## src/hdl/rtnh_pkg.sv

```systemverilog
package rtnh_pkg;

  // Defaults for the top-level parameters.
  localparam int FRAC_BITS_DEF   = 16;
  localparam int QUEUE_DEPTH_DEF = 2;

  // Triangles with an index at or above this count never hit.
  localparam int MAX_TRIANGLES = 65536;

  // Field widths.
  localparam int COORD_W = 32;
  localparam int DIR_W   = 18;
  localparam int IDX_W   = 16;
  localparam int UV_W    = 17;

  // Exact intermediate widths (signed).
  localparam int DIFF_W = COORD_W + 1;        // edge and offset components
  localparam int P_W    = 52;                 // d x e2
  localparam int Q_W    = 67;                 // s x e1
  localparam int DET_W  = 87;                 // p . e1
  localparam int PROD_W = Q_W + DIFF_W;       // one multiplier product
  localparam int ACC_W  = 102;                // dot-product accumulator

  // The divider produces this many quotient magnitude bits and flags
  // anything larger as overflow.
  localparam int QUO_BITS = 34;
  localparam int QUO_W    = QUO_BITS + 1;

  localparam int CFG_IDX_W  = 3;
  localparam int CFG_DATA_W = 32;

  typedef enum logic [CFG_IDX_W-1:0] {
    REG_ORIGIN_X,
    REG_ORIGIN_Y,
    REG_ORIGIN_Z,
    REG_DIR_X,
    REG_DIR_Y,
    REG_DIR_Z,
    REG_NEAR,
    REG_FAR
  } cfg_reg_t;

  typedef struct packed {
    logic [IDX_W-1:0]             tri_index;
    logic                         final_tri;
    logic                         idx_ok;
    logic [2:0][DIFF_W-1:0]       e1;
    logic [2:0][DIFF_W-1:0]       e2;
    logic [2:0][DIFF_W-1:0]       s;
  } tri_job_t;

  typedef struct packed {
    logic [2:0][DIR_W-1:0] dir;
    logic [COORD_W-1:0]    near_lim;
    logic [COORD_W-1:0]    far_lim;
  } ray_cfg_t;

  typedef struct packed {
    logic               hit_now;
    logic [COORD_W-1:0] hit_t;
    logic [UV_W-1:0]    hit_u;
    logic [UV_W-1:0]    hit_v;
    logic               any_hit;
    logic [IDX_W-1:0]   best_tri;
    logic               ray_done;
  } res_t;

endpackage

```

## src/hdl/rtnh_fifo.sv

```systemverilog
module rtnh_fifo #(
  parameter int DEPTH = rtnh_pkg::QUEUE_DEPTH_DEF
) (
  input  logic               clk,
  input  logic               rst_n,
  input  logic               push,
  input  rtnh_pkg::tri_job_t din,
  output logic               full,
  input  logic               pop,
  output logic               not_empty,
  output rtnh_pkg::tri_job_t dout
);

  localparam int PTR_W = (DEPTH > 1) ? $clog2(DEPTH) : 1;
  localparam int CNT_W = $clog2(DEPTH + 1);
  localparam logic [PTR_W-1:0] PTR_LAST = PTR_W'(DEPTH - 1);

  rtnh_pkg::tri_job_t mem [DEPTH];
  logic [PTR_W-1:0] wr_ptr_r;
  logic [PTR_W-1:0] rd_ptr_r;
  logic [CNT_W-1:0] cnt_r;
  logic             do_push;
  logic             do_pop;

  assign full      = (cnt_r == CNT_W'(DEPTH));
  assign not_empty = (cnt_r != '0);
  assign do_push   = push && !full;
  assign do_pop    = pop && not_empty;
  assign dout      = mem[rd_ptr_r];

  always_ff @(posedge clk) begin
    if (do_push) begin
      mem[wr_ptr_r] <= din;
    end
  end

  always_ff @(posedge clk) begin
    if (!rst_n) begin
      wr_ptr_r <= '0;
      rd_ptr_r <= '0;
      cnt_r    <= '0;
    end else begin
      if (do_push) begin
        wr_ptr_r <= (wr_ptr_r == PTR_LAST) ? '0 : wr_ptr_r + PTR_W'(1);
      end
      if (do_pop) begin
        rd_ptr_r <= (rd_ptr_r == PTR_LAST) ? '0 : rd_ptr_r + PTR_W'(1);
      end
      if (do_push && !do_pop) begin
        cnt_r <= cnt_r + CNT_W'(1);
      end else if (do_pop && !do_push) begin
        cnt_r <= cnt_r - CNT_W'(1);
      end
    end
  end

endmodule

```

## config.mk

```make
export PLATFORM = sky130hd
export DESIGN_NAME = rtnh_fifo
export DESIGN_NICKNAME = d
export VERILOG_FILES = /design/src/hdl/rtnh_pkg.sv /design/src/hdl/rtnh_fifo.sv
export SDC_FILE = /design/constraint.sdc
export NUM_CORES = 1
export LEC_CHECK = 0
export BUFFER_PORTS_ARGS = -buffer_cell sky130_fd_sc_hd__buf_2
export CAP_MARGIN = 20
export CORE_AREA = 4 4 243 245
export CTS_CLUSTER_DIAMETER = 60
export CTS_CLUSTER_SIZE = 24
export DETAILED_ROUTE_END_ITERATION = 8
export DIE_AREA = 0 0 247 249
export PLACE_DENSITY = 0.69
export SLEW_MARGIN = 20
export SYNTH_ARGS = -nofsm -noshare
export SYNTH_HDL_FRONTEND = slang
export SYNTH_SLANG_ARGS = --single-unit
```

## constraint.sdc

```tcl
create_clock -name clk -period 13 [get_ports clk]
set_input_delay 0.65 -clock clk [delete_from_list [all_inputs] [get_ports clk]]
set_output_delay 0.65 -clock clk [all_outputs]
set_load 0.03 [all_outputs]
```

Word level (Yosys, flattened, before mapping)
Memories as Yosys holds them, arrays and structs flattened. A register that Yosys moved wholly into a read port is not among the register bits.
Index checks and enable logic that the tools add are counted.
- register bits after elaboration: 4
- bits in latches: 0
- memory bits (writable): 630
- ROM bits: 0
- input port bits: 319
- logic and storage cells: 26
- memories kept: 1
- memory list (memory ; words ; width ; rd ports ; clocked after Yosys merged registers in ; wr ports ; line ; text):
    mem ; 2 ; 315 ; 1 ; 1 ; 1 ; rtnh_fifo.sv:18 ; rtnh_pkg::tri_job_t mem [DEPTH];
- $add $sub $neg: 4
- $mul: 0
- div/mod/pow operators: 0
- $lt $le $gt $ge: 0
- equal/unequal tests: 1
- shift-type cells: 0
- multiplexer cells: 8
- bitwise operators: 0
- reduce and logical (&&, ||, !) cells: 9
- operator list (operator ; count):
    two-way mux 1 bit ; 6
    logical AND 1 bit ; 4
    two-way mux 2 bit ; 2
    nonzero test 2 bit ; 2
    zero test 1 bit ; 3
    adder 1 bit (second input constant) ; 2
    adder 2 x 1 -> 2 bit (second input constant) ; 1
    equality test 2 bit (second input constant) ; 1
    subtractor 2 x 1 -> 2 bit (second input constant) ; 1

Longest topological paths before layout
Gate-level depths: netlist (run 1).
- depth after elaboration: 7
- depth in mapped cells: 7
- depth with buffers taken out: 7

Worst setup path before layout (run 1)
No wires, ideal clock.
- path type: input-to-reg
- from: in push
- to: reg wr_ptr_r
- library setup time: 0.114 ns
- arrival: 13.634 ns
- path slack: -0.748 ns
- stages: 3
- path buffers: 0
- cells stage by stage: inv_1 > nor3_2 > o21a_1
- cells in the longest elaborated chain, start to end: 1
- ends and longest elaborated chain (what ; line ; text):
    from (decl) ; rtnh_fifo.sv:6 ; input logic push,
    logical AND 1 bit ; rtnh_fifo.sv:27 ; assign do_push = push && !full;
    to (signal assigned) ; rtnh_fifo.sv:44 ; wr_ptr_r <= (wr_ptr_r == PTR_LAST) ? '0 : wr_ptr_r + PTR_W'(1);
    to (decl) ; rtnh_fifo.sv:19 ; logic [PTR_W-1:0] wr_ptr_r;
No other way between the ends.
A chain may end at the register's enable or synchronous reset.

==> run_results.csv, run 1 <==
group,metric,value,unit
route,drc_errors,0,
final_layout,layout_commonest_cell,"buf_2",
yosys,syn_inst,1005,
final_layout,fin_cells,2475,
yosys,synthFlopType,"edfxtp_1",
placement,port_buffers,635,
global_routing,grtUsageTotal,16.73,%
clock_tree,cts_sinks,635,
yosys,ys_warn_count,0,
power_and_ir_drop,peakVddDrop,0.0001557,V
yosys,ys_seq_elements,635,
floorplanning,die_x,247,um
yosys,seq_area_frac_synth,79.25,%
run,maxCapViolations,0,
final_layout,most-common-layout-cells,"buf_2 (635), edfxtp_1 (630), mux2_4 (250)",
placement,placed_cells,2383,
clock_tree,cts_setup_buffers,0,
critical_path,arrival,4540,ps
timing,fmax,192.6,MHz
power_and_ir_drop,cellPowerDensity,207.8,nW/um^2
route,ant_nets,0,
yosys,synth_area_per_cell,23.88,um^2
clock_tree,htreeDepth,2,
route,wl_per_cell,21.83,um
global_routing,antenna_found_initial,27,
timing,timing.slew.headroom,25.48,%
final_layout,finalNetCount,1981,
clock_tree,clk_pin_slew,90,ps
critical_path,reg2regPathDepth,6,
floorplanning,core,57140,um^2
route,first_pass_iters,4,
timing,fin_crit,5192,ps
timing,fin_skew,17.00,ps
timing,final-setup-viol-count,0,
critical_path,endpoint_kind,"primary output",
placement,place_congestion,0.8571,
yosys,syn-num-nets,1325,
timing,tightest_slew,1118,ps
critical_path,crit_fanout,61,
route,drtIter0Drc,531,
yosys,ys_types,21,
clock_tree,cts_buffers,41,
clock_tree,cts_tree,"done",
yosys,synth_edf_count,630,
final_layout,layout-drive-gt1-share,61.21,%
critical_path,startpoint_type,"flip-flop",
global_routing,grt_max_degree,140,
yosys,synth_area_leaders,"edfxtp_1 (79%), mux2_4 (16%), mux2_2 (3.1%)",
timing,fin_hold_ws,263.9,ps
floorplanning,die_h,249,um
final_layout,syn_to_final_growth,22.30,%
floorplanning,start_util,41.99,%
route,route.vias.total,11700,
critical_path,critPathRequiredTime,12350,ps
floorplanning,fp.dieArea,61500,um^2
yosys,post-synth-top-area-fraction,78.84,%
timing,slew_violations,0,
worst_hold_path,holdPathStages,1,
placement,dpl.hpwl,39.16,mm
power_and_ir_drop,power.leakage,0.01126,uW
yosys,netlist_area,24000,um^2
floorplanning,io_pins,636,
clock_tree,ctsHoldBuffers,0,
yosys,synth_top_cell_by_area,"edfxtp_1",
timing,hold_violations,0,
clock_tree,cts-resized-gates,0,
global_routing,grt_pass1_wl,76.76,mm
critical_path,critPathKind,"reg2out",
floorplanning,rows,88,
timing,rsz0062_at_grt,"false",
run_status,outcome,"finished, final reports clean",
timing,fin_crit_sh,39.94,%
critical_path,crit_end,"dout[308]",
worst_hold_path,min_path_type,"in2reg",
clock_tree,clock_latency,570,ps
timing,tns,0,ps
yosys,async_reset_ff_share,0,%
route,wirelength,54.02,mm
critical_path,timing.rr.end,"mem[0][58]",
clock_tree,clockRootBuffer,"clkbuf_16",
clock_tree,cts.path.max_buffers,3,
critical_path,timing.rr.start,"cnt_r[0]",
global_routing,grt_overflow_total,0,
route,vias_per_cell,4.727,
critical_path,r2r_setup_slack,9200,ps
global_routing,grt_pass1_vias,12590,
-- routing by layer --
| layer | vias up | share of wire, % | global-route usage (%) |
|---|---|---|---|
| met3 | 116 | 7.6 | 5.091 |
| met1 | 5827 | 35 | 17.92 |
| met5 | - | 0.14 | 0 |
| met2 | 405 | 53 | 29.72 |
| met4 | 12 | 4.3 | 8.429 |
| li1 | 5340 | - | - |
-- how the worst min path moves through the flow --
stage | startpoint | to | slack, ps
after global routing | din[203] | mem[0][203] | 220
after detailed placement | cnt_r[1] | cnt_r[1] | 540
after CTS | din[161] | mem[1][161] | 210
final | din[31] | mem[0][31] | 260
after floorplan | cnt_r[1] | cnt_r[1] | 490
after global placement | cnt_r[1] | cnt_r[1] | 500
-- synthesized netlist by cell type (all sizes together), types with 2 or more instances --
library cell / number
edfxtp: 630
mux2: 315
buf: 35
dfxtp: 5
and2: 3
a21boi: 2
inv: 2
o21ai: 2
xnor2: 2
-- where the power goes --
| group | total, uW | internal, uW | leakage, uW | switching (uW) |
|---|---|---|---|---|
| registers | 2660 | 2570 | 0.00592 | 93.0 |
| clock network | 1380 | 666 | 0.000678 | 712 |
| logic | 2050 | 769 | 0.00466 | 1290 |
-- critical path, cell delays in order (launching register included) --
cell and delay, ps:
dfxtp_4 850, buf_4 860, buf_4 700, buf_4 870
mux2_2 420, buf_2 170
-- logic make-up (layout without fill, tap and decap cells) --
group                    count (synthesis)  count (layout)  share of synthesized area, %
AND/OR/NAND/NOR                          9               9                        0.2399
other                                    0              19                             0
multiplexers                           315             315                         18.69
AO/OA/AOI/OAI                            5               5                        0.1355
flip-flops                             635             635                         79.25
XOR/XNOR                                 3               3                        0.1095
buffers and inverters                   37             723                         1.517
adder cells (fa/ha/maj)                  1               1                       0.05213
-- flip-flops by register name, summed over array words and instances, names as in the netlist, named ones only --
register / cells
rd_ptr_r: 1
mem: 630
cnt_r: 2
wr_ptr_r: 1
-- area by class of cell --
type	count	area, um^2
multi-input cells	333	4626
flip-flops and latches	635	19020
clock inverters	27	312.8
fillers	4657	27800
inverters	2	7.507
well taps	765	957.2
repair buffers	648	3288
diodes	19	47.55
clock buffers	46	1087
-- through the flow --
step / power, uW / area [um^2] / util (%) / setup WS (ps)
after CTS: 6177 / 29300 / 51.27 / 7692
after floorplan: 4329 / 24000 / - / 4323
after detailed placement: 4795 / 27900 / 48.82 / 8313
final: 6097 / 29350 / 51.36 / 7808
after global routing: 6347 / 29340 / 51.35 / 7513
after global placement: 4766 / 27900 / 48.82 / 8402
Note: power is estimated with default switching activity, not from simulation.
==> run 2: changes to the inputs <==
--- a/config.mk
+++ b/config.mk
@@ -5,14 +5,14 @@
 export SDC_FILE = /design/constraint.sdc
 export NUM_CORES = 1
 export LEC_CHECK = 0
+export ABC_AREA = 1
 export BUFFER_PORTS_ARGS = -buffer_cell sky130_fd_sc_hd__buf_2
 export CAP_MARGIN = 20
-export CORE_AREA = 4 4 243 245
+export CORE_AREA = 4 4 248 250
 export CTS_CLUSTER_DIAMETER = 60
 export CTS_CLUSTER_SIZE = 24
 export DETAILED_ROUTE_END_ITERATION = 8
-export DIE_AREA = 0 0 247 249
-export PLACE_DENSITY = 0.69
+export DIE_AREA = 0 0 252 254
 export SLEW_MARGIN = 20
 export SYNTH_ARGS = -nofsm -noshare
 export SYNTH_HDL_FRONTEND = slang
==> constraint.sdc (replaced) <==
create_clock -name clk -period 4.6 [get_ports clk]
set_input_delay 0.23 -clock clk [delete_from_list [all_inputs] [get_ports clk]]
set_output_delay 0.23 -clock clk [all_outputs]
set_load 0.03 [all_outputs]
==> run 2 against run 1 <==
  * Register-to-register slack lost 6900 ps
  * Worst hold slack lost 210 ps
  * Non-clock buffer count grew 322
  * Critical path type unchanged
  * Critical endpoint is now dout[298]
  * Synthesized cell count grew 1.2%
  * Via count grew 13%
  * Flip-flop and latch count is the same
  * Count of clock-buffer cells in the layout grew 5
==> run_results.csv, run 2 <==
group,metric,value,unit
run_status,outcome,"finished, final reports clean",
final_layout,fin_util,54.14,%
clock_tree,cts_buffers,46,
power_and_ir_drop,peakVddDrop,0.0004536,V
yosys,synthFlopType,"edfxtp_1",
final_layout,finalNetCount,2320,
timing,hold_violations,0,
floorplanning,start_util,39.08,%
yosys,ys_seq_elements,635,
final_layout,syn_to_final_growth,38.55,%
yosys,synth_area_leaders,"edfxtp_1 (82%), mux2_2 (15%), buf_6 (1.4%)",
floorplanning,core,59020,um^2
route,ant_nets,0,
final_layout,largestRegisters,"mem x630, cnt_r x2",
yosys,synth_edf_count,630,
timing,fin_crit_sh,63.21,%
clock_tree,clock_latency,580,ps
yosys,async_reset_ff_share,0,%
yosys,synth_area_per_cell,22.68,um^2
timing,fin_skew,23.34,ps
critical_path,startpoint_type,"flip-flop",
timing,tightest_slew,946.2,ps
yosys,syn_inst,1017,
placement,dp_slack,2278,ps
clock_tree,cts_tree,"done",
critical_path,slowest_delay,730,ps
yosys,synth_top_cell_by_area,"edfxtp_1",
timing,timing.slew.headroom,36.77,%
critical_path,critPathRequiredTime,4370,ps
yosys,ys_types,14,
critical_path,endpoint_kind,"primary output",
clock_tree,cts_setup_buffers,0,
placement,dpl.hpwl,39.10,mm
final_layout,layout-drive-gt1-share,51.99,%
power_and_ir_drop,cellPowerDensity,528.1,nW/um^2
floorplanning,die_h,254,um
timing,worst_slack,1692,ps
yosys,seq_area_frac_synth,82.46,%
power_and_ir_drop,power.leakage,0.01190,uW
yosys,netlist_area,23060,um^2
placement,port_buffers,635,
clock_tree,cts_sinks,635,
global_routing,grt_pass1_wl,84.01,mm
yosys,synth_commonest_cells,"edfxtp_1 (630), mux2_2 (315), buf_6 (29)",
placement,place_area,27130,um^2
global_routing,grt_max_degree,125,
global_routing,grt_overflow_total,0,
final_layout,fill_cells,4681,
timing,slew_violations,0,
timing,rsz0062_at_grt,"false",
critical_path,critical_path.top_delay_family,"flip-flops",
worst_hold_path,min_path_type,"in2reg",
route,wirelength,57.62,mm
route,first_pass_iters,4,
critical_path,critPathKind,"reg2out",
floorplanning,io_pins,636,
route,route.vias.total,13168,
critical_path,slowest_stage,"dfxtp_4",
global_routing,grtUsageTotal,17.07,%
critical_path,worst-path-buf-inv,2,
floorplanning,die_x,252,um
floorplanning,fp.dieArea,64010,um^2
final_layout,final_area,31950,um^2
clock_tree,clk_pin_slew,90,ps
placement,place_congestion,0.8087,
run,maxCapViolations,0,
timing,fin_crit,2908,ps
route,drc_errors,0,
clock_tree,htreeDepth,2,
timing,final-setup-viol-count,0,
clock_tree,cts.path.max_buffers,3,
final_layout,top_register,"mem",
critical_path,arrival,2680,ps
final_layout,most-common-layout-cells,"buf_2 (635), edfxtp_1 (630), dlygate4sd3_1 (316)",
timing,fmax,343.9,MHz
final_layout,largest_reg_flops,630,
route,vias_per_cell,4.684,
yosys,syn-num-nets,1337,
clock_tree,clockRootBuffer,"clkbuf_16",
route,wl_per_cell,20.50,um
global_routing,antenna_found_initial,2,
route,drtIter0Drc,738,
timing,fin_hold_ws,52.14,ps
yosys,ys_warn_count,0,
yosys,post-synth-top-area-fraction,82.03,%
final_layout,layout_commonest_cell,"buf_2",
critical_path,crit_fanout,124,
yosys,yosysMostFrequentCell,"edfxtp_1",
global_routing,grt_pass1_vias,14172,
critical_path,crit_chain,"buf_12, mux2_2, buf_2",
floorplanning,rows,89,
## run 2: worst reg2reg max path: cells and delay by family, from the launching register on
kind	cells	cell delay [ps]
AOI/OAI and AO/OA	1	90
buffers and inverters	2	680
DFF	1	350
and+or+nand+nor	1	750
## run 2: power by group
group / total, uW / internal (uW) / leakage [uW] / switching, uW
registers: 7500 / 7300 / 0.00592 / 203
logic: 5000 / 1700 / 0.00519 / 3300
clock network: 4370 / 2200 / 0.000796 / 2170
## run 2: path summary, 6_finish.rpt
kind	startpoint	to	slack (ps)	depth (start not counted)
setup reg to reg	cnt_r[1]	mem[0][100]	2350	4
hold / removal	push	wr_ptr_r	50	4
setup / recovery	flip-flop	dout[298]	1690	3
hold reg to reg	rd_ptr_r	rd_ptr_r	510	2
## run 2: kinds of logic (layout without fill, tap and decap cells)
family	count (synthesis)	count (layout)	share of synthesized area, %
mux	315	315	15.38
buf+inv	43	1063	1.676
fa+ha+maj	1	1	0.05424
flops	635	635	82.46
compound gates	5	5	0.1193
simple gates	18	18	0.3092
other cells	0	1	0
## run 2: what timing repair did
action                                 4_1_cts  5_1_grt
resized for setup                            0        0
hold buffers                               316        0
endpoints found under the hold margin      635        0
## run 2: area by class of cell
| type | instances | area, um^2 | share of cell area (%) |
|---|---|---|---|
| clock inverters | 34 | 426.7 | 1.335 |
| well taps | 773 | 967.2 | 3.027 |
| clock buffers | 51 | 1234 | 3.861 |
| diodes | 1 | 2.502 | 0.007831 |
| repair buffers | 970 | 6584 | 20.60 |
| multi-input cells | 339 | 3685 | 11.53 |
| flip-flops and latches | 635 | 19030 | 59.54 |
| inverters | 8 | 30.03 | 0.09397 |
## run 2: stage by stage
stage                     std cells  power, uW  TNS [ps]
after detailed placement       2409      12460         0
after global routing           2811      17560         0
final                          2811      16870         0
after CTS                      2810      17080         0
after floorplan                1017      11100   -599720
after global placement         2409      12410         0
## run 2: metal layers
metal | track usage, % | part of all wire, %
met3 | 3.643 | 6.1
met1 | 20.01 | 37
met4 | 4.634 | 2.1
met2 | 31.79 | 55
met5 | 0 | 0.023
