File: src/hdl/rtnh_pkg.sv
package rtnh_pkg;

  // Defaults for the top-level parameters.
  localparam int FRAC_BITS_DEF   = 16;
  localparam int QUEUE_DEPTH_DEF = 2;

  // Triangles with an index at or above this count never hit.
  localparam int MAX_TRIANGLES = 65536;

  // Field widths.
  localparam int COORD_W = 32;
  localparam int DIR_W   = 18;
  localparam int IDX_W   = 16;
  localparam int UV_W    = 17;

  // Exact intermediate widths (signed).
  localparam int DIFF_W = COORD_W + 1;        // edge and offset components
  localparam int P_W    = 52;                 // d x e2
  localparam int Q_W    = 67;                 // s x e1
  localparam int DET_W  = 87;                 // p . e1
  localparam int PROD_W = Q_W + DIFF_W;       // one multiplier product
  localparam int ACC_W  = 102;                // dot-product accumulator

  // The divider produces this many quotient magnitude bits and flags
  // anything larger as overflow.
  localparam int QUO_BITS = 34;
  localparam int QUO_W    = QUO_BITS + 1;

  localparam int CFG_IDX_W  = 3;
  localparam int CFG_DATA_W = 32;

  typedef enum logic [CFG_IDX_W-1:0] {
    REG_ORIGIN_X,
    REG_ORIGIN_Y,
    REG_ORIGIN_Z,
    REG_DIR_X,
    REG_DIR_Y,
    REG_DIR_Z,
    REG_NEAR,
    REG_FAR
  } cfg_reg_t;

  typedef struct packed {
    logic [IDX_W-1:0]             tri_index;
    logic                         final_tri;
    logic                         idx_ok;
    logic [2:0][DIFF_W-1:0]       e1;
    logic [2:0][DIFF_W-1:0]       e2;
    logic [2:0][DIFF_W-1:0]       s;
  } tri_job_t;

  typedef struct packed {
    logic [2:0][DIR_W-1:0] dir;
    logic [COORD_W-1:0]    near_lim;
    logic [COORD_W-1:0]    far_lim;
  } ray_cfg_t;

  typedef struct packed {
    logic               hit_now;
    logic [COORD_W-1:0] hit_t;
    logic [UV_W-1:0]    hit_u;
    logic [UV_W-1:0]    hit_v;
    logic               any_hit;
    logic [IDX_W-1:0]   best_tri;
    logic               ray_done;
  } res_t;

endpackage

File: src/hdl/rtnh_if.sv
interface rtnh_in_if;
  logic                        valid;
  logic                        ready;
  logic [rtnh_pkg::IDX_W-1:0]  tri_index;
  logic signed [rtnh_pkg::COORD_W-1:0] a_x;
  logic signed [rtnh_pkg::COORD_W-1:0] a_y;
  logic signed [rtnh_pkg::COORD_W-1:0] a_z;
  logic signed [rtnh_pkg::COORD_W-1:0] b_x;
  logic signed [rtnh_pkg::COORD_W-1:0] b_y;
  logic signed [rtnh_pkg::COORD_W-1:0] b_z;
  logic signed [rtnh_pkg::COORD_W-1:0] c_x;
  logic signed [rtnh_pkg::COORD_W-1:0] c_y;
  logic signed [rtnh_pkg::COORD_W-1:0] c_z;
  logic                        final_tri;

  modport source (output valid, tri_index, a_x, a_y, a_z, b_x, b_y, b_z, c_x, c_y, c_z,
                  final_tri, input ready);
  modport sink (input valid, tri_index, a_x, a_y, a_z, b_x, b_y, b_z, c_x, c_y, c_z,
                final_tri, output ready);
endinterface


File: src/hdl/rtnh_front.sv
module rtnh_front (
  rtnh_in_if.sink                                in_tri,
  input  logic [2:0][rtnh_pkg::COORD_W-1:0]      origin,
  input  logic                                   q_full,
  output logic                                   push,
  output rtnh_pkg::tri_job_t                     job
);

  logic signed [rtnh_pkg::DIFF_W-1:0] ax [3];
  logic signed [rtnh_pkg::DIFF_W-1:0] bx [3];
  logic signed [rtnh_pkg::DIFF_W-1:0] cx [3];
  logic signed [rtnh_pkg::DIFF_W-1:0] ox [3];

  assign in_tri.ready = !q_full;
  assign push         = in_tri.valid && !q_full;

  always_comb begin
    ax[0] = rtnh_pkg::DIFF_W'(in_tri.a_x);
    ax[1] = rtnh_pkg::DIFF_W'(in_tri.a_y);
    ax[2] = rtnh_pkg::DIFF_W'(in_tri.a_z);
    bx[0] = rtnh_pkg::DIFF_W'(in_tri.b_x);
    bx[1] = rtnh_pkg::DIFF_W'(in_tri.b_y);
    bx[2] = rtnh_pkg::DIFF_W'(in_tri.b_z);
    cx[0] = rtnh_pkg::DIFF_W'(in_tri.c_x);
    cx[1] = rtnh_pkg::DIFF_W'(in_tri.c_y);
    cx[2] = rtnh_pkg::DIFF_W'(in_tri.c_z);
    for (int k = 0; k < 3; k++) begin
      ox[k] = rtnh_pkg::DIFF_W'($signed(origin[k]));
    end
    job.tri_index = in_tri.tri_index;
    job.final_tri = in_tri.final_tri;
    // Out-of-range indices are classified here and skip the arithmetic.
    job.idx_ok = (32'(in_tri.tri_index) < 32'(rtnh_pkg::MAX_TRIANGLES));
    for (int k = 0; k < 3; k++) begin
      job.e1[k] = bx[k] - ax[k];
      job.e2[k] = cx[k] - ax[k];
      job.s[k]  = ox[k] - ax[k];
    end
  end

endmodule

File: src/flat_wrapper.sv
// flat-port wrapper written by rule: the top's interface ports become plain ports
module rtnh_front_flat 
  (origin, q_full, push, job, in_tri_valid, in_tri_tri_index, in_tri_a_x, in_tri_a_y, in_tri_a_z, in_tri_b_x, in_tri_b_y, in_tri_b_z, in_tri_c_x, in_tri_c_y, in_tri_c_z, in_tri_final_tri, in_tri_ready);
  rtnh_in_if in_tri_i ();
  input  logic [2:0][rtnh_pkg::COORD_W-1:0] origin;
  input  logic q_full;
  output logic push;
  output rtnh_pkg::tri_job_t job;
  input wire logic [$bits(in_tri_i.valid)-1:0] in_tri_valid;
  input wire logic [$bits(in_tri_i.tri_index)-1:0] in_tri_tri_index;
  input wire logic [$bits(in_tri_i.a_x)-1:0] in_tri_a_x;
  input wire logic [$bits(in_tri_i.a_y)-1:0] in_tri_a_y;
  input wire logic [$bits(in_tri_i.a_z)-1:0] in_tri_a_z;
  input wire logic [$bits(in_tri_i.b_x)-1:0] in_tri_b_x;
  input wire logic [$bits(in_tri_i.b_y)-1:0] in_tri_b_y;
  input wire logic [$bits(in_tri_i.b_z)-1:0] in_tri_b_z;
  input wire logic [$bits(in_tri_i.c_x)-1:0] in_tri_c_x;
  input wire logic [$bits(in_tri_i.c_y)-1:0] in_tri_c_y;
  input wire logic [$bits(in_tri_i.c_z)-1:0] in_tri_c_z;
  input wire logic [$bits(in_tri_i.final_tri)-1:0] in_tri_final_tri;
  output wire logic [$bits(in_tri_i.ready)-1:0] in_tri_ready;
  assign in_tri_i.valid = in_tri_valid;
  assign in_tri_i.tri_index = in_tri_tri_index;
  assign in_tri_i.a_x = in_tri_a_x;
  assign in_tri_i.a_y = in_tri_a_y;
  assign in_tri_i.a_z = in_tri_a_z;
  assign in_tri_i.b_x = in_tri_b_x;
  assign in_tri_i.b_y = in_tri_b_y;
  assign in_tri_i.b_z = in_tri_b_z;
  assign in_tri_i.c_x = in_tri_c_x;
  assign in_tri_i.c_y = in_tri_c_y;
  assign in_tri_i.c_z = in_tri_c_z;
  assign in_tri_i.final_tri = in_tri_final_tri;
  assign in_tri_ready = in_tri_i.ready;
  rtnh_front u_core (.in_tri(in_tri_i), .origin(origin), .q_full(q_full), .push(push), .job(job));
endmodule
File: config.mk
export PLATFORM = sky130hd
export DESIGN_NAME = rtnh_front_flat
export DESIGN_NICKNAME = d
export VERILOG_FILES = /design/src/hdl/rtnh_pkg.sv /design/src/hdl/rtnh_if.sv /design/src/hdl/rtnh_front.sv /design/src/flat_wrapper.sv
export SDC_FILE = /design/constraint.sdc
export NUM_CORES = 1
export LEC_CHECK = 0
export ABC_AREA = 1
export BUFFER_PORTS_ARGS = -buffer_cell sky130_fd_sc_hd__buf_2
export CAP_MARGIN = 25
export CORE_AREA = 2 2 283 285
export DETAILED_ROUTE_END_ITERATION = 8
export DIE_AREA = 0 0 285 287
export PLACE_DENSITY = 0.57
export SYNTH_ARGS = -nofsm -noshare
export SYNTH_HDL_FRONTEND = slang
export SYNTH_SLANG_ARGS = --single-unit
File: constraint.sdc
create_clock -name vclk -period 2.7
set_input_delay 0.27 -clock vclk [all_inputs]
set_output_delay 0.27 -clock vclk [all_outputs]
set_load 0.1 [all_outputs]
# Word level (Yosys, flattened, before mapping)
# Index checks and enable logic that the tools add are counted.
# word_totals
elab_cells,11
register_bits,0
# op_classes
addsub,9
n_reduce_logical,2
# ops
op,n
32-bit by 32-bit subtractor with 33-bit output,9
1-bit logical AND,1
1-bit zero test,1

# Longest topological paths before layout
# Gate-level depths: netlist (run 1).
# logic_depth
depth_word,2
depth_mapped,14

# Least setup slack after synthesis (run 1)
# OpenSTA, ideal clock, no wires.
# synth_path
kind,input-to-output
startpoint,input in_tri_c_x[0]
endpoint,output job[115] (netlist bit)
stages,11
path_buffers,0
t_arrival_ps,2832
required_time_ps,2430
slack_ps,-402
path_cell_list,inv_1 > ha_1 > fa_1 > inv_1 > nand2_1 > nand2_1 > nand3_1 > nand2_1 > nand2_1 > nand2_2 > xor2_1
# synth_rtl
element,line,text
start: declaration,flat_wrapper.sv:17,input wire logic [$bits(in_tri_i.c_x)-1:0] in_tri_c_x;
end: declaration,flat_wrapper.sv:8,output rtnh_pkg::tri_job_t job;

==> results of run 1 <==
-- how the worst max path moves through the flow --
stage,from,to,slack [ns]
2_1_floorplan,in_tri_c_y[0],job[138],-0.13
3_3_place_gp,in_tri_c_x[0],job[127],0.04
3_5_place_dp,in_tri_c_x[0],job[127],0.06
4_1_cts,in_tri_c_x[0],job[127],0.06
5_1_grt,in_tri_c_z[0],job[185],0.0008
6_report,in_tri_a_y[6],job[257],0.13
-- final cells by class --
class                           count  area [sq um]
Fill cell                        8956         47000
Multi-Input combinational cell   3590         18600
Timing Repair Buffer              694          7000
Inverter                         1241          4660
Tap cell                         1050          1310
Antenna cell                       11          27.5
-- cells by family after synthesis --
logic type      Yosys count  share of synthesized area
simple gates           2953                      0.518
buf+inv                1265                      0.214
fa+ha+maj               297                      0.167
compound gates          204                     0.0480
xor+xnor                135                     0.0523
other cells               1                   0.000166
-- synthesized netlist by cell type, drive strengths merged --
cell	instances
nand2	2289
inv	1241
nor2	373
ha	288
nand3	210
a21oi	186
xor2	117
nand4	36
buf	24
and2	18
nor3	18
xnor2	18
a21o	9
fa	9
o21bai	9
or2	9
conb	1
-- stage by stage --
stage	cells	TNS [ns]	utilization	total power, W
6_report	6586	0	0.402	0.0162
5_1_grt	6582	0	0.401	0.0170
4_1_cts	6575	0	0.401	0.0162
3_5_place_dp	6575	0	0.401	0.0162
3_3_place_gp	6575	0	0.401	0.0162
2_1_floorplan	4855	-1.57	-	0.0108
-- routing by layer --
layer / part of all wire / vias to the layer above / global-route usage
met1: 0.43 / 13200 / 0.324
met2: 0.48 / 871 / 0.467
met3: 0.067 / 150 / 0.0437
li1: - / 15500 / -
met4: 0.027 / 38 / 0.0597
met5: 0.0021 / - / 0
-- power groups by stage --
| stage | sequential, W | combinational (W) | clock [W] |
|---|---|---|---|
| finish | 0 | 0.0162 | 0.000000000527 |
| global route | 0 | 0.0170 | 0.000000000348 |
| CTS | 0 | 0.0162 | 0 |
| detailed placement | 0 | 0.0162 | 0 |
| global placement | 0 | 0.0162 | 0 |
| floorplan | 0 | 0.0108 | 0 |
-- critical path: cells and delay by family --
kind	cells	cell delay, ns
adders and majority gates	1	0.43
buffers and inverters	3	0.46
and+or+nand+nor	8	1.15
-- repair_timing --
item / 4_1_cts / 5_1_grt
buffers inserted: 0 / 0
resized for setup: 0 / 10
endpoints found under the setup margin: 0 / 21
==> report_table.html, run 1 <==
<table>
<tr><th>Metric</th><th>Value</th></tr>
<tr><th colspan="2">Worst setup path</th></tr>
<tr><td>Category of the worst setup path capture point</td><td>output pin</td></tr>
<tr><td>Critical path launch point type</td><td>input pin</td></tr>
<tr><td>Cell with the biggest individual delay on the critical path</td><td>sky130_fd_sc_hd__ha_1</td></tr>
<tr><td>Worst-path maximum fanout</td><td>4</td></tr>
<tr><td>Critical path class</td><td>in2out</td></tr>
<tr><td>Crit path largest cell delay</td><td>0.43 ns</td></tr>
<tr><td>Most used cell, CP</td><td>sky130_fd_sc_hd__nand2_1</td></tr>
<tr><td>Worst-path cell chain</td><td>buf_2, inv_1, ha_1, nand2_1, nor2_1, nand3_1, nand3_1, nand2_1, nand3_1, nand2_1, nand2_1, buf_12</td></tr>
<tr><td>Arrival time at the worst endpoint</td><td>2.30 ns</td></tr>
<tr><td>WP data required</td><td>2.43 ns</td></tr>
<tr><th colspan="2">Route</th></tr>
<tr><td>Post-detailed-route count of antenna-violating nets</td><td>0</td></tr>
<tr><td>Vias after detailed routing</td><td>29700</td></tr>
<tr><td>Via-per-instance ratio</td><td>4.51</td></tr>
<tr><td>Detailed-route wire length</td><td>111000 microns</td></tr>
<tr><td>Routed wire length per instance</td><td>16.9 microns</td></tr>
<tr><td>Initial DRC Count</td><td>1849</td></tr>
<tr><td>First-pass DRT Iterations</td><td>6</td></tr>
<tr><td>Number of remaining DRC errors</td><td>0</td></tr>
<tr><th colspan="2">Layout</th></tr>
<tr><td>Most common cell after layout, fill and taps aside</td><td>sky130_fd_sc_hd__nand2_1</td></tr>
<tr><td>Most used cells in the layout excluding fill and tap cells</td><td>sky130_fd_sc_hd__nand2_1, sky130_fd_sc_hd__inv_1, sky130_fd_sc_hd__buf_2</td></tr>
<tr><td>Number of clock buffers in the layout</td><td>0</td></tr>
<tr><td>Total number of nets in the final design</td><td>6227</td></tr>
<tr><td>Area Overhead vs Synth</td><td>39.6%</td></tr>
<tr><td>Final Instance Area</td><td>31600 sq um</td></tr>
<tr><td>FFs &amp; Latches</td><td>0</td></tr>
<tr><td>Storage cell area</td><td>0 sq um</td></tr>
<tr><td>Share of layout cells above drive strength 1</td><td>0.158</td></tr>
<tr><th colspan="2">GRT</th></tr>
<tr><td>Number of antenna violations at the first check in global routing</td><td>38</td></tr>
<tr><td>Via count of the first global-routing pass</td><td>28200</td></tr>
<tr><td>Pin count of the biggest net entering global routing</td><td>8</td></tr>
<tr><td>First-pass GRT wire length</td><td>164000 microns</td></tr>
<tr><td>Remaining global-route overflow</td><td>0</td></tr>
<tr><td>GRT Util Overall</td><td>0.260</td></tr>
<tr><th colspan="2">Timing</th></tr>
<tr><td>Count of endpoints failing setup in the final report</td><td>0</td></tr>
<tr><td>RSZ-0062 raised after global routing</td><td>false</td></tr>
<tr><td>Final hold violation count</td><td>0</td></tr>
<tr><td>Hold slack final</td><td>0.540 ns</td></tr>
<tr><td>Setup slack after layout</td><td>0.125 ns</td></tr>
<tr><td>Final number of max-transition violations</td><td>0</td></tr>
<tr><td>Clock period minus final worst setup slack</td><td>2.57 ns</td></tr>
<tr><td>Maximum clock frequency</td><td>0.388 GHz</td></tr>
<tr><td>Final worst-path cycle share</td><td>0.954</td></tr>
<tr><td>Worst relative slew slack</td><td>0.617</td></tr>
<tr><td>Slew at the pin closest to its max-slew limit</td><td>0.578 ns</td></tr>
<tr><th colspan="2">Synth</th></tr>
<tr><td>Post-synthesis instance area</td><td>22600 sq um</td></tr>
<tr><td>Number of instances in the synthesized netlist</td><td>4855</td></tr>
<tr><td>Avg Inst Size Synth</td><td>4.66 sq um</td></tr>
<tr><td>Syn_nets</td><td>5555</td></tr>
<tr><td>Synth top area share</td><td>0.371</td></tr>
<tr><td>Portion of the post-synthesis area used by sequential elements</td><td>0</td></tr>
<tr><td>Largest cells by area after synthesis</td><td>sky130_fd_sc_hd__nand2_1, sky130_fd_sc_hd__inv_1, sky130_fd_sc_hd__ha_1, sky130_fd_sc_hd__nor2_1, sky130_fd_sc_hd__xor2_1</td></tr>
<tr><td>Cell variety after synth</td><td>22</td></tr>
<tr><td>Synth warn</td><td>0</td></tr>
<tr><td>Area leader, netlist</td><td>sky130_fd_sc_hd__nand2_1</td></tr>
<tr><th colspan="2">Floorplan</th></tr>
<tr><td>Die Height</td><td>287 microns</td></tr>
<tr><td>I/O pin total</td><td>720</td></tr>
<tr><td>Area enclosed by the die boundary</td><td>81800 sq um</td></tr>
<tr><td>Chip Width</td><td>285 microns</td></tr>
<tr><td>Number of placement rows</td><td>103</td></tr>
<tr><td>Area of the core</td><td>78600 sq um</td></tr>
<tr><td>Initial Utilization</td><td>0.288</td></tr>
<tr><th colspan="2">Clocking</th></tr>
<tr><td>Hold buffer count at CTS</td><td>0</td></tr>
<tr><th colspan="2">Power and ir drop</th></tr>
<tr><td>Sw power</td><td>0.0115 W</td></tr>
<tr><td>Leakage power figure</td><td>21.3 nW</td></tr>
<tr><td>Register share of total power</td><td>0</td></tr>
<tr><td>Max rail drop VDD</td><td>0.441 mV</td></tr>
<tr><td>Internal Pwr Total</td><td>0.00471 W</td></tr>
<tr><td>Power density over the cells</td><td>515 nW/um^2</td></tr>
<tr><td>Sw Share</td><td>0.710</td></tr>
<tr><td>Share of total power in combinational logic</td><td>1.000</td></tr>
<tr><td>Part of the total power dissipated in the clock network</td><td>0</td></tr>
<tr><th colspan="2">Min path</th></tr>
<tr><td>Class of the worst hold path</td><td>in2out</td></tr>
<tr><td>Hold path startpoint</td><td>in_tri_tri_index[0]</td></tr>
<tr><td>Min-Delay Path Depth</td><td>0</td></tr>
<tr><td>Hold worst-path end</td><td>job[299]</td></tr>
<tr><th colspan="2">Place</th></tr>
<tr><td>Gpl congestion</td><td>1.00</td></tr>
<tr><td>Area after DPL</td><td>31500 sq um</td></tr>
<tr><td>HPWL after detailed placement</td><td>103000 microns</td></tr>
<tr><td>Pre-CTS setup slack</td><td>0.0569 ns</td></tr>
<tr><td>Number of I/O port buffers</td><td>685</td></tr>
<tr><th colspan="2">Status</th></tr>
<tr><td>Result of the run</td><td>finished, final reports clean</td></tr>
<tr><th colspan="2">Run</th></tr>
<tr><td>Count of max-cap constraint violations</td><td>0</td></tr>
</table>
Note: power is estimated with default switching activity, not from simulation.
==> inputs of run 2 (changes only) <==
CORE_AREA = 2 2 279 281   (was 2 2 283 285)
DIE_AREA = 0 0 281 283   (was 0 0 285 287)
PLACE_DENSITY = 0.58   (was 0.57)
==> run 2 against run 1 <==
Routed wire length shrank 2.8%; core utilization grew 0.99 points; sequential share of layout area is the same; largest cell class unchanged; largest power group unchanged.
==> report_table.html, run 2 (synthesized netlist as in run 1, its figures left out) <==
<table>
<tr><th>Metric</th><th>Value</th></tr>
<tr><th colspan="2">Route</th></tr>
<tr><td>Routed wire length per instance</td><td>16.5 microns (-2.7%)</td></tr>
<tr><td>Detailed-route wire length</td><td>108000 microns (-2.8%)</td></tr>
<tr><td>Via-per-instance ratio</td><td>4.51 (about the same)</td></tr>
<tr><td>First-pass DRT Iterations</td><td>7 (+1)</td></tr>
<tr><td>Post-detailed-route count of antenna-violating nets</td><td>0 (unchanged)</td></tr>
<tr><td>Vias after detailed routing</td><td>29700 (-0.030%)</td></tr>
<tr><td>Initial DRC Count</td><td>1669 (-9.7%)</td></tr>
<tr><td>Number of remaining DRC errors</td><td>0 (unchanged)</td></tr>
<tr><th colspan="2">GRT</th></tr>
<tr><td>Remaining global-route overflow</td><td>0 (unchanged)</td></tr>
<tr><td>First-pass GRT wire length</td><td>162000 microns (-1.1%)</td></tr>
<tr><td>Pin count of the biggest net entering global routing</td><td>8 (unchanged)</td></tr>
<tr><td>Number of antenna violations at the first check in global routing</td><td>29 (-24%)</td></tr>
<tr><td>GRT Util Overall</td><td>0.264 (+0.00321)</td></tr>
<tr><td>Via count of the first global-routing pass</td><td>28700 (+2.0%)</td></tr>
<tr><th colspan="2">Layout</th></tr>
<tr><td>Share of layout cells above drive strength 1</td><td>0.158 (-0.000400)</td></tr>
<tr><td>Storage cell area</td><td>0 sq um (unchanged)</td></tr>
<tr><td>Area Overhead vs Synth</td><td>39.6% (about the same)</td></tr>
<tr><td>Most common cell after layout, fill and taps aside</td><td>sky130_fd_sc_hd__nand2_1</td></tr>
<tr><td>FFs &amp; Latches</td><td>0 (unchanged)</td></tr>
<tr><td>Most used cells in the layout excluding fill and tap cells</td><td>sky130_fd_sc_hd__nand2_1, sky130_fd_sc_hd__inv_1, sky130_fd_sc_hd__buf_2</td></tr>
<tr><td>Total number of nets in the final design</td><td>6222 (-0.080%)</td></tr>
<tr><td>Number of clock buffers in the layout</td><td>0 (unchanged)</td></tr>
<tr><th colspan="2">Worst setup path</th></tr>
<tr><td>Crit path largest cell delay</td><td>0.34 ns (-0.09 ns)</td></tr>
<tr><td>Critical path launch point type</td><td>input pin</td></tr>
<tr><td>Sum of buffers and inverters on the critical path</td><td>5 (+2)</td></tr>
<tr><td>CP top delay family</td><td>simple AND/OR/NAND/NOR gates</td></tr>
<tr><td>Cell with the biggest individual delay on the critical path</td><td>sky130_fd_sc_hd__ha_1</td></tr>
<tr><td>Worst-path maximum fanout</td><td>4 (unchanged)</td></tr>
<tr><td>Most used cell, CP</td><td>sky130_fd_sc_hd__nand2_1</td></tr>
<tr><td>Worst-path cell chain</td><td>buf_2, inv_1, ha_1, nand2_1, inv_1, nand2_1, inv_1, a21oi_1, nand2_1, nand2_1, nand3_1, nand2_1, buf_12</td></tr>
<tr><td>Critical path class</td><td>in2out</td></tr>
<tr><td>Arrival time at the worst endpoint</td><td>2.28 ns (-0.02 ns)</td></tr>
<tr><td>WP data required</td><td>2.43 ns (about the same)</td></tr>
<tr><td>Category of the worst setup path capture point</td><td>output pin</td></tr>
<tr><th colspan="2">Timing</th></tr>
<tr><td>Clock period minus final worst setup slack</td><td>2.55 ns (-0.0266 ns)</td></tr>
<tr><td>Worst relative slew slack</td><td>0.627 (+0.00994)</td></tr>
<tr><td>Slew at the pin closest to its max-slew limit</td><td>0.557 ns (-0.0208 ns)</td></tr>
<tr><td>Final hold violation count</td><td>0 (unchanged)</td></tr>
<tr><td>Final number of max-transition violations</td><td>0 (unchanged)</td></tr>
<tr><td>Final worst-path cycle share</td><td>0.944 (-0.00986)</td></tr>
<tr><td>RSZ-0062 raised after global routing</td><td>true</td></tr>
<tr><td>Count of endpoints failing setup in the final report</td><td>0 (unchanged)</td></tr>
<tr><td>Maximum clock frequency</td><td>0.392 GHz (+1.0%)</td></tr>
<tr><td>Hold slack final</td><td>0.540 ns (-0.0000110 ns)</td></tr>
<tr><th colspan="2">Power and ir drop</th></tr>
<tr><td>Leakage power figure</td><td>21.3 nW (about the same)</td></tr>
<tr><td>Share of total power in combinational logic</td><td>1.000 (about the same)</td></tr>
<tr><td>Power, Total</td><td>0.0161 W (-0.60%)</td></tr>
<tr><td>Sw power</td><td>0.0114 W (-0.97%)</td></tr>
<tr><td>Sw Share</td><td>0.707 (-0.00262)</td></tr>
<tr><td>Internal Pwr Total</td><td>0.00473 W (+0.29%)</td></tr>
<tr><td>Max rail drop VDD</td><td>0.490 mV (+11%)</td></tr>
<tr><td>Register share of total power</td><td>0 (unchanged)</td></tr>
<tr><td>Part of the total power dissipated in the clock network</td><td>0 (unchanged)</td></tr>
<tr><td>Power density over the cells</td><td>512 nW/um^2 (-0.58%)</td></tr>
<tr><th colspan="2">Min path</th></tr>
<tr><td>Class of the worst hold path</td><td>in2out</td></tr>
<tr><th colspan="2">Run</th></tr>
<tr><td>Count of max-cap constraint violations</td><td>0 (unchanged)</td></tr>
<tr><th colspan="2">Floorplan</th></tr>
<tr><td>Initial Utilization</td><td>0.295 (+0.00717)</td></tr>
<tr><td>Number of placement rows</td><td>102 (-0.97%)</td></tr>
<tr><td>I/O pin total</td><td>720 (unchanged)</td></tr>
<tr><td>Area of the core</td><td>76700 sq um (-2.4%)</td></tr>
<tr><td>Die Height</td><td>283 microns (-1.4%)</td></tr>
<tr><td>Chip Width</td><td>281 microns (-1.4%)</td></tr>
<tr><td>Area enclosed by the die boundary</td><td>79500 sq um (-2.8%)</td></tr>
<tr><th colspan="2">Place</th></tr>
<tr><td>Gpl congestion</td><td>1.01 (+0.77%)</td></tr>
<tr><td>HPWL after detailed placement</td><td>100000 microns (-3.0%)</td></tr>
<tr><td>Number of I/O port buffers</td><td>685 (unchanged)</td></tr>
<tr><th colspan="2">Status</th></tr>
<tr><td>Result of the run</td><td>finished, final reports clean</td></tr>
<tr><th colspan="2">Clocking</th></tr>
<tr><td>Hold buffer count at CTS</td><td>0 (unchanged)</td></tr>
</table>
-- run 2: cell types whose count changed in the layout (fill, tap and decap cells not counted), sizes merged --
cell	previous run	this run
buf	694	689
diode	11	20
-- run 2: repair_timing --
item | CTS | global route
endpoints found under the setup margin | 0 | 26
setup buffers | 0 | 1
gates resized for setup | 0 | 10
hold endpoints to repair | 0 | 0
-- run 2: worst paths after layout --
kind                                 from  endpoint  cells past startpoint
worst min-delay path  in_tri_tri_index[9]  job[308]                      0
worst max-delay path       in_tri_a_x[12]  job[129]                     13
-- run 2: per-layer routing --
layer	vias to the layer above	routed length [microns]	global-route usage
met3	182	7170	0.0373
met5	-	148	0
met2	909	50500	0.458
met4	24	4580	0.100
li1	15500	-	-
met1	13100	46000	0.327
-- run 2: metrics by stage --
stage               setup WS [ns]  setup TNS, ns  std cells   util  area [sq um]
global placement           0.0896              0       6559  0.410         31500
CTS                        0.0639              0       6559  0.410         31500
finish                      0.152              0       6580  0.411         31600
global route             -0.00492       -0.00492       6573  0.411         31500
floorplan                  -0.129          -1.57       4855      -         23400
detailed placement         0.0658              0       6559  0.410         31500
-- run 2: area by class of cell --
class	instances	area, sq um
Timing Repair Buffer	689	6990
Fill cell	8647	45100
Inverter	1241	4660
Antenna cell	20	50.0
Multi-Input combinational cell	3590	18600
Tap cell	1040	1300
-- run 2: power groups by stage --
stage	logic (W)	clock network, W	registers (W)
after detailed placement	0.0161	0	0
after global placement	0.0161	0	0
after floorplan	0.0108	0	0
final	0.0161	0.000000000947	0
after global routing	0.0169	0.000000000645	0
after CTS	0.0161	0	0
==> inputs of run 3 (changes only) <==
==> constraint.sdc (replaced) <==
create_clock -name vclk -period 2.8
set_input_delay 0.28 -clock vclk [all_inputs]
set_output_delay 0.28 -clock vclk [all_outputs]
set_load 0.05 [all_outputs]
==> run 3 against run 2 <==
Core utilization down 5.5 points; critical path depth down 1; die area unchanged; worst setup slack better by 0.0022 ns; sequential cell count unchanged; cell count about the same; sequential share of layout area unchanged; routed wire length down 2.2%; worst hold slack better by 0.020 ns; global-route usage down 0.91 points; largest cell class unchanged.
==> report_table.html, run 3 (synthesized netlist as in run 1, its figures left out) <==
<table>
<tr><th>Metric</th><th>Value</th></tr>
<tr><th colspan="2">GRT</th></tr>
<tr><td>Pin count of the biggest net entering global routing</td><td>8 (unchanged)</td></tr>
<tr><td>Number of antenna violations at the first check in global routing</td><td>26 (-10%)</td></tr>
<tr><td>GRT Util Overall</td><td>0.255 (-0.00906)</td></tr>
<tr><td>First-pass GRT wire length</td><td>157000 microns (-3.0%)</td></tr>
<tr><td>Remaining global-route overflow</td><td>0 (unchanged)</td></tr>
<tr><td>Via count of the first global-routing pass</td><td>28300 (-1.6%)</td></tr>
<tr><th colspan="2">Floorplan</th></tr>
<tr><td>Die Height</td><td>283 microns (unchanged)</td></tr>
<tr><td>Number of placement rows</td><td>102 (unchanged)</td></tr>
<tr><td>Area of the core</td><td>76700 sq um (unchanged)</td></tr>
<tr><td>Chip Width</td><td>281 microns (unchanged)</td></tr>
<tr><td>I/O pin total</td><td>720 (unchanged)</td></tr>
<tr><td>Initial Utilization</td><td>0.295 (unchanged)</td></tr>
<tr><td>Area enclosed by the die boundary</td><td>79500 sq um (unchanged)</td></tr>
<tr><th colspan="2">Layout</th></tr>
<tr><td>Most common cell after layout, fill and taps aside</td><td>sky130_fd_sc_hd__nand2_1</td></tr>
<tr><td>Most used cells in the layout excluding fill and tap cells</td><td>sky130_fd_sc_hd__nand2_1, sky130_fd_sc_hd__inv_1, sky130_fd_sc_hd__buf_2</td></tr>
<tr><td>Number of clock buffers in the layout</td><td>0 (unchanged)</td></tr>
<tr><td>Area Overhead vs Synth</td><td>21.1%</td></tr>
<tr><td>Storage cell area</td><td>0 sq um (unchanged)</td></tr>
<tr><td>Final cell utilization of the core</td><td>0.357 (-0.0546)</td></tr>
<tr><td>Total number of nets in the final design</td><td>6235 (+0.21%)</td></tr>
<tr><td>Share of layout cells above drive strength 1</td><td>0.140 (-0.0183)</td></tr>
<tr><td>FFs &amp; Latches</td><td>0 (unchanged)</td></tr>
<tr><td>Final Instance Area</td><td>27400 sq um (-13%)</td></tr>
<tr><th colspan="2">Place</th></tr>
<tr><td>Area after DPL</td><td>27300 sq um (-13%)</td></tr>
<tr><td>Number of I/O port buffers</td><td>685 (unchanged)</td></tr>
<tr><td>Gpl congestion</td><td>1.01 (+0.33%)</td></tr>
<tr><td>HPWL after detailed placement</td><td>97900 microns (-2.3%)</td></tr>
<tr><th colspan="2">Route</th></tr>
<tr><td>Routed wire length per instance</td><td>16.1 microns (-2.3%)</td></tr>
<tr><td>Via-per-instance ratio</td><td>4.52 (about the same)</td></tr>
<tr><td>Vias after detailed routing</td><td>29700 (+0.18%)</td></tr>
<tr><td>First-pass DRT Iterations</td><td>7 (unchanged)</td></tr>
<tr><td>Detailed-route wire length</td><td>106000 microns (-2.2%)</td></tr>
<tr><td>Post-detailed-route count of antenna-violating nets</td><td>0 (unchanged)</td></tr>
<tr><td>Number of remaining DRC errors</td><td>0 (unchanged)</td></tr>
<tr><td>Initial DRC Count</td><td>1742 (+4.4%)</td></tr>
<tr><th colspan="2">Worst setup path</th></tr>
<tr><td>Worst-path maximum fanout</td><td>3 (-1)</td></tr>
<tr><td>Critical path launch point type</td><td>input pin</td></tr>
<tr><td>Crit path to</td><td>job[16]</td></tr>
<tr><td>Critical path class</td><td>in2out</td></tr>
<tr><td>Arrival time at the worst endpoint</td><td>2.37 ns (+0.09 ns)</td></tr>
<tr><td>WP data required</td><td>2.52 ns (+0.09 ns)</td></tr>
<tr><td>Launching element of the worst setup path</td><td>in_tri_a_x[0]</td></tr>
<tr><td>Category of the worst setup path capture point</td><td>output pin</td></tr>
<tr><th colspan="2">Status</th></tr>
<tr><td>Result of the run</td><td>finished, final reports clean</td></tr>
<tr><th colspan="2">Run</th></tr>
<tr><td>Count of max-cap constraint violations</td><td>0 (unchanged)</td></tr>
<tr><th colspan="2">Clocking</th></tr>
<tr><td>Hold buffer count at CTS</td><td>0 (unchanged)</td></tr>
<tr><td>Cells resized by post-CTS repair</td><td>0 (unchanged)</td></tr>
<tr><td>Post-CTS setup buffers</td><td>0 (unchanged)</td></tr>
<tr><th colspan="2">Min path</th></tr>
<tr><td>Class of the worst hold path</td><td>in2out</td></tr>
<tr><td>Min-Delay Path Depth</td><td>0 (unchanged)</td></tr>
<tr><th colspan="2">Timing</th></tr>
<tr><td>Fin Setup TNS</td><td>0 ns (unchanged)</td></tr>
<tr><td>Final number of max-transition violations</td><td>0 (unchanged)</td></tr>
<tr><td>Final worst-path cycle share</td><td>0.945</td></tr>
<tr><td>Clock period minus final worst setup slack</td><td>2.65 ns</td></tr>
<tr><td>Hold slack final</td><td>0.560 ns (+0.0200 ns)</td></tr>
<tr><td>Maximum clock frequency</td><td>0.378 GHz</td></tr>
<tr><td>Final hold violation count</td><td>0 (unchanged)</td></tr>
<tr><td>RSZ-0062 raised after global routing</td><td>false</td></tr>
<tr><td>Count of endpoints failing setup in the final report</td><td>0 (unchanged)</td></tr>
<tr><th colspan="2">Power and ir drop</th></tr>
<tr><td>Max rail drop VDD</td><td>0.397 mV (-19%)</td></tr>
<tr><td>Leakage power figure</td><td>20.0 nW (-6.2%)</td></tr>
<tr><td>Power density over the cells</td><td>352 nW/um^2 (-31%)</td></tr>
</table>
==> run 3: critical path, cell delays in order <==
cell and delay, ns:
sky130_fd_sc_hd__buf_2 0.13, sky130_fd_sc_hd__ha_1 0.24, sky130_fd_sc_hd__fa_1 0.43, sky130_fd_sc_hd__inv_1 0.12, sky130_fd_sc_hd__nand2_1 0.05, sky130_fd_sc_hd__nand2_1 0.08, sky130_fd_sc_hd__nand3_1 0.09, sky130_fd_sc_hd__nand2_2 0.13
sky130_fd_sc_hd__nand2_1 0.08, sky130_fd_sc_hd__nand2_2 0.10, sky130_fd_sc_hd__xor2_1 0.30, sky130_fd_sc_hd__buf_2 0.33
==> run 3: how the worst min path moves through the flow <==
stage          slack, ns                 start  endpoint
2_1_floorplan       0.73      in_tri_final_tri  job[298]
3_3_place_gp        0.56  in_tri_tri_index[10]  job[309]
3_5_place_dp        0.56  in_tri_tri_index[10]  job[309]
4_1_cts             0.56  in_tri_tri_index[10]  job[309]
5_1_grt             0.56   in_tri_tri_index[1]  job[300]
6_report            0.56   in_tri_tri_index[9]  job[308]
==> run 3: report_power, final <==
group / internal, W / leakage (nW) / switching (W)
clock: 0.000000000622 / 0.0000824 / 0
sequential: 0 / 0 / 0
combinational: 0.00242 / 20.0 / 0.00721
==> run 3: stage by stage <==
step / total power (W) / worst slack [ns] / instances
floorplan: 0.00684 / 0.348 / 4855
detailed placement: 0.00954 / 0.140 / 6573
global route: 0.0103 / 0.00793 / 6582
finish: 0.00962 / 0.154 / 6586
CTS: 0.00957 / 0.135 / 6573
global placement: 0.00954 / 0.118 / 6573
==> run 3: layout make-up <==
class / instances / area, sq um
Timing Repair Buffer: 702 / 3610
Fill cell: 9187 / 49300
Multi-Input combinational cell: 3590 / 17800
Antenna cell: 13 / 32.5
Inverter: 1241 / 4660
Tap cell: 1040 / 1300
==> run 3: layer usage <==
metal	vias to the layer above	GRT usage	share of wire
met5	-	0	0.0017
met2	898	0.457	0.48
li1	15600	-	-
met1	13000	0.307	0.42
met4	28	0.0860	0.040
met3	184	0.0360	0.065
